`src/rtl/msf_pkg.sv`:
```
// Shared constants and types for the morphological switch filter.
package msf_pkg;

    // Window geometry and image limits.
    localparam int WIN         = 5;
    localparam int WIN_N       = WIN * WIN;
    localparam int LINES       = WIN - 1;
    localparam int MAX_WIDTH   = 1024;
    localparam int COUNT_LIMIT = 1024;
    localparam int EFF_W_LIM   = (MAX_WIDTH < COUNT_LIMIT) ? MAX_WIDTH : COUNT_LIMIT;

    // Field widths.
    localparam int PIX_W      = 8;
    localparam int COORD_W    = 10;
    localparam int SIZE_W     = 11;
    localparam int MASK_W     = 25;
    localparam int ORG_W      = 3;
    localparam int CFG_IDX_W  = 3;
    localparam int CFG_DATA_W = 25;

    // Line store geometry: one word holds a column of all buffered rows.
    localparam int ADDR_W = $clog2(MAX_WIDTH);
    localparam int LINE_W = LINES * PIX_W;

    // Queue between the front and the back.
    localparam int QDEPTH = 4;
    localparam int QPTR_W = $clog2(QDEPTH);
    localparam int QCNT_W = $clog2(QDEPTH + 1);

    // Configuration register indexes.
    localparam logic [CFG_IDX_W-1:0] CFG_IMAGE_WIDTH  = 3'd0;
    localparam logic [CFG_IDX_W-1:0] CFG_IMAGE_HEIGHT = 3'd1;
    localparam logic [CFG_IDX_W-1:0] CFG_SE_MASK      = 3'd2;
    localparam logic [CFG_IDX_W-1:0] CFG_ORIGIN_COL   = 3'd3;
    localparam logic [CFG_IDX_W-1:0] CFG_ORIGIN_ROW   = 3'd4;

    // Window snapshot, row-major, element r*WIN+c.
    typedef logic [WIN_N-1:0][PIX_W-1:0] msf_win_t;

    // One classified window on its way to the back.
    typedef struct packed {
        msf_win_t           win;
        logic [COORD_W-1:0] col;
        logic [COORD_W-1:0] row;
        logic               last;
    } msf_item_t;

    // Queue status seen by the front and the back.
    typedef struct packed {
        logic              empty;
        logic [QCNT_W-1:0] count;
    } msf_qstat_t;

endpackage

```
`src/rtl/msf_queue.sv`:
```
// Short queue of classified windows between the front and the back.
module msf_queue (
    input  logic                aclk,
    input  logic                aresetn,
    input  logic                push,
    input  msf_pkg::msf_item_t  push_item,
    input  logic                pop,
    output msf_pkg::msf_item_t  head_item,
    output msf_pkg::msf_qstat_t stat
);

    localparam int PTW = msf_pkg::QPTR_W;
    localparam int CTW = msf_pkg::QCNT_W;

    msf_pkg::msf_item_t entry_reg [msf_pkg::QDEPTH];
    logic [PTW-1:0] wr_ptr_reg, rd_ptr_reg;
    logic [CTW-1:0] count_reg;

    assign head_item  = entry_reg[rd_ptr_reg];
    assign stat.empty = (count_reg == '0);
    assign stat.count = count_reg;

    // Pointers and fill level.
    always_ff @(posedge aclk) begin
        if (!aresetn) begin
            wr_ptr_reg <= '0;
            rd_ptr_reg <= '0;
            count_reg  <= '0;
        end else begin
            if (push) begin
                wr_ptr_reg <= wr_ptr_reg + PTW'(1);
            end
            if (pop) begin
                rd_ptr_reg <= rd_ptr_reg + PTW'(1);
            end
            if (push && !pop) begin
                count_reg <= count_reg + CTW'(1);
            end else if (pop && !push) begin
                count_reg <= count_reg - CTW'(1);
            end
        end
    end

    // Entry storage.
    always_ff @(posedge aclk) begin
        if (push) begin
            entry_reg[wr_ptr_reg] <= push_item;
        end
    end

endmodule

```
`config.mk`:
```
export PLATFORM = sky130hd
export DESIGN_NAME = msf_queue
export DESIGN_NICKNAME = d
export VERILOG_FILES = /design/src/rtl/msf_pkg.sv /design/src/rtl/msf_queue.sv
export SDC_FILE = /design/constraint.sdc
export NUM_CORES = 1
export LEC_CHECK = 0
export BUFFER_PORTS_ARGS = -buffer_cell sky130_fd_sc_hd__buf_2
export CAP_MARGIN = 15
export CORE_ASPECT_RATIO = 2
export CORE_MARGIN = 5
export CORE_UTILIZATION = 55
export CTS_CLUSTER_SIZE = 8
export DETAILED_ROUTE_END_ITERATION = 8
export GPL_TIMING_DRIVEN = 0
export HOLD_SLACK_MARGIN = 0.02
export PLACE_DENSITY = 0.83
export RECOVER_POWER = 50
export SLEW_MARGIN = 25
export SYNTH_ARGS = -nofsm -noshare
export SYNTH_HDL_FRONTEND = slang
export SYNTH_SLANG_ARGS = --single-unit
```
`constraint.sdc`:
```
create_clock -name aclk -period 9.68 [get_ports aclk]
set_input_delay 1.936 -clock aclk [delete_from_list [all_inputs] [get_ports aclk]]
set_output_delay 1.936 -clock aclk [all_outputs]
set_load 0.05 [all_outputs]
```
# Word-level counts from Yosys, hierarchy flattened
# Memory sizes are Yosys's and may differ from the RTL's. A register that Yosys moved wholly into a read port is not among the register bits.
# Index checks and enable logic that the tools add are counted.
# W data, S select, Z words.
# word_totals
register_bits,7
ram_bits,884
in_bits,225
out_inout_bits,225
elab_cells,20
mem_count,1
# memory_table
memory,depth,word_bits,read_ports,rd_ports_with_merged_regs,wr,line,text
entry_reg,4,221,1,1,1,msf_queue.sv:15,msf_pkg::msf_item_t entry_reg [msf_pkg::QDEPTH];
# op_classes
n_addsub,4
n_mux,6
n_reduce_logical,6
# ops
operator,count
$mux W3,2
$add A2 B1 Y2 const B,2
$mux W2,2
$add A3 B1 Y3 const B,1
$logic_not A3 Y1,1
$sub A3 B1 Y3 const B,1
$logic_and A1 B1 Y1,2
$logic_not A1 Y1,2
$mux W1,2
$reduce_bool A2 Y1,1

# Depth between registers and ports, before layout
# logic_depth
word_depth,4
ltp_mapped,7
depth_no_buf,7

# Worst setup path after synthesis
# Ideal clock, no wire load.
# synth_path
path_kind,input port to flip-flop
from,input port push
to,"memory entry_reg[0][0] (netlist name), enable pin"
setup_time_ns,0.608
t_arrival_ns,6.942
required_ns,9.072
setup_slack_ns,2.130
stages,1
n_path_buf,0
cell_sequence,and2_1
# synth_between
elab_chain_cells,2
# synth_rtl
element,line,text
start: declaration,msf_queue.sv:5,"input logic push,"
$mux W1,msf_queue.sv:46,if (push) begin
$mux W1 (not written as such),msf_queue.sv:47,entry_reg[wr_ptr_reg] <= push_item;
end: declaration,msf_queue.sv:15,
# Every way passes these cells.

# Final worst setup path
# layout_path
from,input port push
to,"memory entry_reg[2][169] (netlist name), enable pin"
# Same word-level chain as after synthesis.

==> metrics <==
Startpoint Class=primary input; Crit Path Category=in2reg; Starting Density=0.553; WHS=0.589 ns; H-tree depth=3; grt total ovfl=0; Final Hold Vio Count=0; MaxCap Viol Count=4; DIE WIDTH=182 um; Port Buffers=449; detail-routed via count per cell=5.88; pwr dens=242 nW/um^2; largest net degree at the start of global routing=44; TritonCTS Buffers=121; TNS Setup=0 ns; Syn Nets=1428; Critical Path AT=5.28 ns; Worst setup EP type=flip-flop; Reg clk slew, reported paths=0.05 ns; worst path buffer plus inverter count=3; cell area after synthesis=32500 sq um; # resized after CTS=0; Post-DRT Antenna Nets=0; Total Wirelength=72800 um; Pint=7070 uW; total core area=58800 sq um; drt first pass iters=5; count of cell types in the netlist=21; Rows=126; post-CTS setup buffers=0; IR drop worst, VDD=0.303 mV; sequential share of power=0.475; sequential area share after synthesis=0.821; clock power share=0.385; Fin Clk Skew=0.0317 ns; Comb pwr share=0.140; CTS sink cnt=893; initial DRC count=1103; Top delay family on crit path=simple AND/OR/NAND/NOR gates; Hold WC Path Type=reg2reg; switching power=2420 uW; measured slew at the worst slew-check pin=3.28 ns; Syn Area/Cell=27.2 sq um; worst-skew pair later-pin latency=0.66 ns; first-pass GRT wire length=109000 um; worst rel slew slack=-1.19; layout cells sized above 1=0.356; area grow syn2layout=20.6%; maximum clock frequency=0.201 GHz; Total GRT Usage=0.227; DRC violation count after routing=0; largest fanout on the critical path=41; leakage=0.0128 uW; Final min period=4.98 ns; post-DP HPWL=46100 um; hold_buf cts=0; vias=15200; final slew viol count=140; Final period util=0.515; Gate Count Post-Synth=1197; fin cells=2590; violated checks=capacitance limit, slew limit; die area=64400 sq um; clock root buffer=clkbuf_16; die height=354 um; Cell Chain, Critical Path=clkbuf_1 -> and2_0 -> buf_16 -> buf_12; RSZ-0062 raised after global routing=false; Top-Level Pins=450; CP peak stage delay=2.43 ns; final setup vio count=0; Longest Clk Path Bufs=3; GP Congestion=0.764; Crit path required time=9.98 ns; Synth Warn #=0; initial antenna violation count=20; DP Cell Count=2434; status=finished, violations left; CTS tree=built; sw frac=0.255; Final nets=2020; max reg flops=884; FF+latch count, synth=893; slowest CP cell=and2_0; WL per Instance=28.1 um; number of global-route vias before repair=17200
==> stage by stage <==
stage	setup slack (ns)	area (sq um)	util	total power (uW)
detailed placement	5.75	36300	0.616	5920
CTS	5.00	39500	0.672	9580
finish	4.70	39200	0.667	9490
floorplan	2.13	32500	-	5550
global route	4.51	39200	0.667	9820
global placement	-1.82	35700	0.608	5930
==> per-layer routing <==
metal	up-vias	global-route usage	wire, um
li1	6363	-	-
met1	7979	0.256	24400
met2	745	0.400	39200
met3	138	0.0735	6550
met4	10	0.0903	2530
met5	-	0	83
==> layout make-up <==
class	instances	area, sq um
flip-flops and latches	893	26700
multi-input cells	250	5220
diodes	17	42.5
fillers	3567	19600
inverters	4	15.0
clock buffers	132	3090
clock inverters	7	149
plain buffers	50	576
repair buffers	469	2470
well taps	768	961
==> synth_stat cells, drive strengths merged <==
cell	n	area, sq um
mux4	221	4980
mux2i	2	20.0
clkbuf	4	15.0
and2	9	56.3
fa	1	20.0
nor3	1	5.00
buf	46	559
inv	4	15.0
a21boi	1	7.51
xor2	3	26.3
dfxtp	9	180
or3	1	6.26
ha	5	62.6
edfxtp	884	26500
nor2b	2	12.5
xnor2	2	17.5
o21ai	1	5.00
nand2	1	3.75
==> final timing paths <==
check,start,to,slack (ns),cells past startpoint
min reg2reg,wr_ptr_reg[1],wr_ptr_reg[1],0.59,2
max,push,entry_reg[2][169],4.70,4
min,wr_ptr_reg[1],wr_ptr_reg[1],0.59,2
max reg2reg,wr_ptr_reg[0],entry_reg[2][169],5.74,5
==> power groups by stage <==
stage	clock network, uW	logic (uW)	registers (uW)
detailed placement	0	1350	4570
floorplan	0	953	4600
finish	3650	1330	4510
global placement	0	1300	4630
global route	3910	1390	4510
CTS	3710	1360	4510
==> cells by family after synthesis <==
logic type | count (synthesis) | synth area share
flops | 893 | 0.821
mux | 223 | 0.154
buf+inv | 54 | 0.0181
simple gates | 14 | 0.00258
fa+ha+maj | 6 | 0.00254
xor+xnor | 5 | 0.00135
compound gates | 2 | 0.000385
==> cell usage in the layout (no fill, tap or decap) <==
cell type / instances
clkinv_16: 4
mux2i_1: 2
or3_1: 1
and2_1: 1
buf_2: 247
ha_1: 5
clkbuf_2: 1
nor2b_1: 2
xor2_1: 3
diode_2: 17
clkbuf_16: 122
xnor2_1: 2
fa_1: 1
buf_16: 13
o21ai_0: 1
dfxtp_1: 9
edfxtp_1: 884
clkinv_8: 1
inv_6: 1
and2_0: 8
buf_12: 28
nand2_1: 1
inv_1: 4
clkinv_1: 1
clkbuf_1: 236
buf_4: 3
nor3_1: 1
mux4_2: 221
buf_6: 1
a21boi_0: 1
==> worst reg2reg max path: cells and delay by family, from the launching register on <==
| kind | cells | cell delay (ns) |
|---|---|---|
| and+or+nand+nor | 1 | 2.37 |
| adders and majority gates | 1 | 0.15 |
| buffers and inverters | 3 | 0.72 |
| DFF | 1 | 0.35 |
No activity file was read; power rests on OpenSTA's default activity.
