===== config.mk =====
export PLATFORM = sky130hd
export DESIGN_NAME = msf_back
export DESIGN_NICKNAME = d
export VERILOG_FILES = /design/src/rtl/msf_pkg.sv /design/src/rtl/msf_back.sv
export SDC_FILE = /design/constraint.sdc
export NUM_CORES = 1
export LEC_CHECK = 0
export BUFFER_PORTS_ARGS = -buffer_cell sky130_fd_sc_hd__buf_2
export CAP_MARGIN = 40
export CORE_ASPECT_RATIO = 1.2
export CORE_MARGIN = 2
export CORE_UTILIZATION = 25
export DETAILED_ROUTE_END_ITERATION = 7
export GPL_TIMING_DRIVEN = 0
export REMOVE_ABC_BUFFERS = 1
export SLEW_MARGIN = 20
export SYNTH_ARGS = -nofsm -noshare
export SYNTH_HDL_FRONTEND = slang
export SYNTH_SLANG_ARGS = --single-unit

===== constraint.sdc =====
create_clock -name aclk -period 23.1 [get_ports aclk]
set_input_delay 3.465 -clock aclk [delete_from_list [all_inputs] [get_ports aclk]]
set_output_delay 3.465 -clock aclk [all_outputs]
set_load 0.02 [all_outputs]

===== src/rtl/msf_pkg.sv =====
// Shared constants and types for the morphological switch filter.
package msf_pkg;

    // Window geometry and image limits.
    localparam int WIN         = 5;
    localparam int WIN_N       = WIN * WIN;
    localparam int LINES       = WIN - 1;
    localparam int MAX_WIDTH   = 1024;
    localparam int COUNT_LIMIT = 1024;
    localparam int EFF_W_LIM   = (MAX_WIDTH < COUNT_LIMIT) ? MAX_WIDTH : COUNT_LIMIT;

    // Field widths.
    localparam int PIX_W      = 8;
    localparam int COORD_W    = 10;
    localparam int SIZE_W     = 11;
    localparam int MASK_W     = 25;
    localparam int ORG_W      = 3;
    localparam int CFG_IDX_W  = 3;
    localparam int CFG_DATA_W = 25;

    // Line store geometry: one word holds a column of all buffered rows.
    localparam int ADDR_W = $clog2(MAX_WIDTH);
    localparam int LINE_W = LINES * PIX_W;

    // Queue between the front and the back.
    localparam int QDEPTH = 4;
    localparam int QPTR_W = $clog2(QDEPTH);
    localparam int QCNT_W = $clog2(QDEPTH + 1);

    // Configuration register indexes.
    localparam logic [CFG_IDX_W-1:0] CFG_IMAGE_WIDTH  = 3'd0;
    localparam logic [CFG_IDX_W-1:0] CFG_IMAGE_HEIGHT = 3'd1;
    localparam logic [CFG_IDX_W-1:0] CFG_SE_MASK      = 3'd2;
    localparam logic [CFG_IDX_W-1:0] CFG_ORIGIN_COL   = 3'd3;
    localparam logic [CFG_IDX_W-1:0] CFG_ORIGIN_ROW   = 3'd4;

    // Window snapshot, row-major, element r*WIN+c.
    typedef logic [WIN_N-1:0][PIX_W-1:0] msf_win_t;

    // One classified window on its way to the back.
    typedef struct packed {
        msf_win_t           win;
        logic [COORD_W-1:0] col;
        logic [COORD_W-1:0] row;
        logic               last;
    } msf_item_t;

    // Queue status seen by the front and the back.
    typedef struct packed {
        logic              empty;
        logic [QCNT_W-1:0] count;
    } msf_qstat_t;

endpackage


===== src/rtl/msf_back.sv =====
// Back end: masked window minimum and maximum, switch decision, output register.
module msf_back (
    input  logic                         aclk,
    input  logic                         aresetn,
    input  logic [msf_pkg::MASK_W-1:0]   se_mask,
    input  logic [msf_pkg::ORG_W-1:0]    org_col,
    input  logic [msf_pkg::ORG_W-1:0]    org_row,
    input  msf_pkg::msf_item_t           head_item,
    input  logic [msf_pkg::COORD_W-1:0]  head_row,
    input  msf_pkg::msf_qstat_t          q_stat,
    output logic                         q_pop,
    output logic                         m_valid,
    input  logic                         m_ready,
    output logic [msf_pkg::PIX_W-1:0]    m_pixel_out,
    output logic [msf_pkg::COORD_W-1:0]  m_out_col,
    output logic [msf_pkg::COORD_W-1:0]  m_out_row,
    output logic                         m_frame_end
);

    localparam int PW  = msf_pkg::PIX_W;
    localparam int CW  = msf_pkg::COORD_W;
    localparam int W   = msf_pkg::WIN;
    localparam int WN  = msf_pkg::WIN_N;
    localparam int IXW = $clog2(WN);

    logic [WN-1:0] mask_win;
    logic          any_sel;

    // First stage: per-row minimum and maximum.
    logic                   s1_valid_reg;
    logic [W-1:0][PW-1:0]   s1_lo_reg, s1_hi_reg;
    logic [PW-1:0]          s1_centre_reg;
    logic [CW-1:0]          s1_col_reg, s1_row_reg;
    logic                   s1_last_reg;

    logic [W-1:0][PW-1:0]   row_lo, row_hi;
    logic [PW-1:0]          centre;
    logic [CW-1:0]          res_col, res_row;

    logic [PW-1:0]          lo, hi, res;
    logic                   out_free, s1_load;

    // Window positions beyond the mask width are not structuring points.
    assign mask_win = WN'(se_mask);
    assign any_sel  = |mask_win;

    // Handshake through the two stages.
    assign out_free = !m_valid || m_ready;
    assign s1_load  = !s1_valid_reg || out_free;
    assign q_pop    = s1_load && !q_stat.empty;

    // Row reductions, centre select and centre coordinates.
    always_comb begin
        for (int i = 0; i < W; i++) begin
            row_lo[i] = '1;
            row_hi[i] = '0;
            for (int j = 0; j < W; j++) begin
                if (mask_win[i*W+j]) begin
                    if (head_item.win[i*W+j] < row_lo[i]) begin
                        row_lo[i] = head_item.win[i*W+j];
                    end
                    if (head_item.win[i*W+j] > row_hi[i]) begin
                        row_hi[i] = head_item.win[i*W+j];
                    end
                end
            end
        end
        centre  = head_item.win[IXW'(int'(org_row) * W + int'(org_col))];
        res_col = head_item.col - CW'(W - 1) + CW'(org_col);
        res_row = head_row - CW'(W - 1) + CW'(org_row);
    end

    // Final reduction over rows and the switch between min, max and centre.
    always_comb begin
        lo = '1;
        hi = '0;
        for (int i = 0; i < W; i++) begin
            if (s1_lo_reg[i] < lo) begin
                lo = s1_lo_reg[i];
            end
            if (s1_hi_reg[i] > hi) begin
                hi = s1_hi_reg[i];
            end
        end
        res = s1_centre_reg;
        if (any_sel) begin
            if (s1_centre_reg < lo) begin
                res = lo;
            end else if (s1_centre_reg > hi) begin
                res = hi;
            end
        end
    end

    // Stage valids.
    always_ff @(posedge aclk) begin
        if (!aresetn) begin
            s1_valid_reg <= 1'b0;
            m_valid      <= 1'b0;
        end else begin
            if (s1_load) begin
                s1_valid_reg <= !q_stat.empty;
            end
            if (out_free) begin
                m_valid <= s1_valid_reg;
            end
        end
    end

    // Stage payloads.
    always_ff @(posedge aclk) begin
        if (s1_load) begin
            s1_lo_reg     <= row_lo;
            s1_hi_reg     <= row_hi;
            s1_centre_reg <= centre;
            s1_col_reg    <= res_col;
            s1_row_reg    <= res_row;
            s1_last_reg   <= head_item.last;
        end
        if (out_free) begin
            m_pixel_out <= res;
            m_out_col   <= s1_col_reg;
            m_out_row   <= s1_row_reg;
            m_frame_end <= s1_last_reg;
        end
    end

endmodule


==> Word level (Yosys, flattened, before mapping) <==
Cells that the tools add are included.
{ "word_totals": {"word_cells": 212, "regBits": 140, "inputBits": 269} }
{ "classes": {"addsub": 5, "n_mux": 116, "multipliers": 1, "order_cmp": 63, "n_reduce_logical": 7} }
{ "op_table": {"columns": ["cell", "count"], "rows": [
  ["8-bit 2-to-1 mux", 115],
  ["8-bit > comparator", 25],
  ["8-bit less-than comparator", 25],
  ["8-bit by 1-bit > comparator with 1-bit output, second input constant", 6],
  ["8-bit less-than comparator, second input constant", 6],
  ["8-bit binary-select mux with 5-bit select", 1],
  ["25-bit OR reduction", 1],
  ["10-bit by 3-bit adder with 10-bit output", 2],
  ["10-bit by 3-bit subtractor with 10-bit output, second input constant", 2],
  ["5-bit by 7-bit less-than comparator with 1-bit output, second input constant", 1],
  ["5-bit by 3-bit adder with 5-bit output", 1],
  ["3-bit by 3-bit multiplier with 5-bit output, second input constant", 1],
  ["1-bit logical NOT", 3],
  ["1-bit logical OR", 2],
  ["1-bit logical AND", 1]
]} }

==> Depth between registers and ports, before layout <==
{ "logic_depth": {"word_depth": 15, "ltp_mapped": 49} }

==> Worst setup path after synthesis <==
OpenSTA, ideal clock, no wires.
{ "synth_path": {"path_kind": "input to register", "from": "in se_mask[0] in the netlist's numbering", "to": "reg s1_lo_reg[0] in the netlist's numbering, data pin", "required_ns": 22.840, "path_slack_ns": 12.605, "arrival_time_ns": 10.235, "cell_stages": 36, "path_buffers": 3, "cell_sequence": "clkbuf_1 > nor2b_1 > ha_1 > a21o_1 > nand2_1 > nand3b_1 > a41o_1 > buf_2 > mux2i_1 > inv_1 > ha_1 > a21o_1 > a22oi_1 > nand3b_1 > or4_1 > o21ba_2 > clkbuf_1 > mux2i_1 > inv_1 > ha_1 > a21o_1 > a21oi_1 > o21ai_0 > a2111oi_0 > a21o_1 > a21oi_1 > o21ai_0 > nand2_1 > mux2i_1 > ha_1 > a21o_1 > a21o_1 > a31oi_1 > o21a_1 > a31oi_2 > mux2_2"} }
{ "synth_rtl": {"columns": ["element", "line", "source"], "rows": [
  ["from (decl)", "msf_back.sv:5", "input logic [msf_pkg::MASK_W-1:0] se_mask,"],
  ["to (signal assigned)", "msf_back.sv:113", "s1_lo_reg <= row_lo;"],
  ["to (decl)", "msf_back.sv:31", "logic [W-1:0][PW-1:0] s1_lo_reg, s1_hi_reg;"]
]} }

==> flow_summary.toml <==
[clock_network]
holdBufCountCts = 0
cts_buffer_depth = 2
cts-resized-gates = 0
cts_tree = "built"
cts_root_buffer = "clkbuf_16"
clock-sinks = 140
cts_max_level = 4
path_clk_slew_ns = 0.07
post_cts_buffers = 0
worstSkewPairLatency_ns = 0.45
cts_inserted_buffers = 17

[synth]
synthTopCellsByArea = "ha_1 (24%), edfxtp_1 (19%), mux2i_1 (12%)"
async_flop_share_pct = 0
ys.flop_type = "edfxtp_1"
yosysTopAreaCellShare_pct = 23.5
yosysMostFrequentCell = "ha_1"
syn_avg_cell_area_um2 = 9.28
synth_edf_count = 138
yosys.area.top_type = "ha_1"
synth_common_cells = "ha_1 (403), inv_1 (316), mux2i_1 (262)"
synth_seq_area_share_pct = 19.5
yosys_register_bits = 140
synth_cells = 2310
yosysWarnings = 0
syn_area_mm2 = 0.0214
synth_cell_types = 70

[timing]
fin_skew_ns = 0.0167
finalHoldViolCount = 0
min_period_ns = 11.75
finalSetupViolations = 0
rsz0062_at_grt = "false"
max_freq_ghz = 0.0851
worst_hold_slack_ns = 0.415
tns_ns = 0
slew_headroom_pct = 40.2
tightestPinTransition_ns = 0.875
slew_viol_final = 0
timing.final.crit_share_pct = 50.9

[finish]
design_area_mm2 = 0.0249
final_layout_size_suffix_gt1_share_pct = 18.9
area_growth_pct = 16.1
regArea_mm2 = 0.00418
fill_cells = 9079
multi_input_area_mm2 = 0.0159
fin_cells = 3725
final_util_pct = 29.3
fin_nets = 3241

[power]
power.internal_mw = 1.26
p_sw_mw = 1.19
ir_drop_uv = 87.8
leakagePower_nw = 12.3
combPwrFrac_pct = 71.6
seq_power_share_pct = 17.8
clkPwrFrac_pct = 10.6
power_density_mw_per_mm2 = 98.8
swShare_pct = 48.6

[route]
dr.pass1.iters = 5
drc = 0
ant_nets = 0
wire_per_inst_um = 19.0
dr.first_iter.drc_count = 1023
totalWireLength_mm = 70.6
viasPerCell = 4.94
vias = 18400

[setup_path]
ff2ff_path_depth = 39
end_kind = "register"
crit_type = "input port to register"
worstPathRequired_ns = 23.30
start_kind = "input port"
r2r_slack_ns = 12.39
cp_max_fo = 17
r2r-end = "m_pixel_out[0]"
max_stage_delay_ns = 0.78
critPathArrivalTime_ns = 11.95
cp_slowest_cell = "a2111oi_0"
reg2reg_from = "s1_lo_reg[1]"

[placed_design]
gp_congestion = 0.930
placed_cells = 3672
io_buffers = 286
dp_hpwl_mm = 61.8
placed_cell_area_mm2 = 0.0243

[global_routing]
antenna_found_initial = 20
track_usage_pct = 15.8
grt_max_degree = 46
grt-ovfl-total = 0
grt_pass1_vias = 18600
grt_pass1_wl_mm = 108

[run_status]
status = "finished clean"

[floorplan]
initial_utilization_pct = 25.2
ios = 300
core_mm2 = 0.0849
std_cell_rows = 117
fp.dieArea_mm2 = 0.0881
die_y_um = 325
die_x_um = 271

[min_path]
hp-start = "s1_col_reg[5]"
hold_path_depth = 0
hp-class = "register to register"
whs_endpoint = "m_out_col[5]"

[run]
maxCapViolations = 0
routing by layer:
layer	GRT usage (%)	vias to the layer above	routed length, um
li1	-	9117	-
met1	18.4	8734	29600
met2	28.5	397	35700
met3	2.23	127	2290
met4	7.12	10	2960
met5	0	-	50
critical path: cells and delay by family:
family | cells | cell delay, ns
AO/OA/AOI/OAI | 13 | 3.27
adder cells (fa/ha/maj) | 4 | 1.15
buffers and inverters | 4 | 0.64
multiplexers | 2 | 0.70
AND/OR/NAND/NOR | 10 | 2.70
how the worst max path moves through the flow:
stage	slack, ns	start	depth (start not counted)	endpoint
6_report	11.35	se_mask[20]	33	s1_lo_reg[32]
5_1_grt	10.65	se_mask[20]	33	s1_lo_reg[32]
4_1_cts	11.64	se_mask[15]	32	s1_lo_reg[24]
3_5_place_dp	11.19	se_mask[20]	32	s1_lo_reg[32]
3_3_place_gp	11.10	se_mask[5]	32	s1_lo_reg[8]
2_1_floorplan	12.84	se_mask[15]	31	s1_lo_reg[24]
final cells by class:
class                   instances  share of cell area, %
diodes                         17                  0.171
well taps                    1130                   5.68
repair buffers                302                   6.57
clock inverters                14                  0.483
flip-flops and latches        140                   16.8
multi-input cells            1789                   63.8
inverters                     316                   4.77
clock buffers                  17                   1.71
cell usage in the layout, fill, tap and decap left out, types with 17 or more instances in the layout:
cell type	netlist	final
nor2_1	81	81
o21a_1	29	29
inv_1	316	315
nand4_1	63	63
nor3_1	17	17
o21ai_0	114	114
mux2i_1	262	262
mux2_2	75	75
nand2b_1	34	34
nor2b_1	74	74
ha_1	403	401
buf_2	7	287
o211a_1	20	20
a21o_1	102	102
mux4_2	56	56
a211oi_1	23	23
a21oi_1	132	132
clkbuf_16	0	17
nand3_1	22	22
edfxtp_1	138	138
diode_2	0	17
nand2_1	97	96
power groups by stage:
stage	clock network, mW	registers [mW]	logic, mW
after floorplan	0	0.439	1.22
after global placement	0	0.444	1.70
final	0.261	0.438	1.76
after detailed placement	0	0.444	1.74
after CTS	0.266	0.440	1.76
after global routing	0.275	0.446	1.97
stage by stage:
stage	setup WS [ns]	total power [mW]
3_3_place_gp	11.10	2.15
5_1_grt	10.65	2.69
3_5_place_dp	11.19	2.19
6_report	11.35	2.46
4_1_cts	11.64	2.46
2_1_floorplan	12.84	1.66
kinds of logic (layout without fill, tap and decap cells):
kind of cell               after synthesis  after routing  synth area share (%)
AOI/OAI and AO/OA                      514            514                  15.7
and+or+nand+nor                        455            455                  11.3
adders and majority gates              406            406                  23.8
muxes                                  394            394                  22.1
buffers and inverters                  381            649                  6.79
DFF                                    140            140                  19.5
xor gates and xnor gates                20             20                 0.817
other                                    0             17                     0
(Power assumes the default switching activity.)
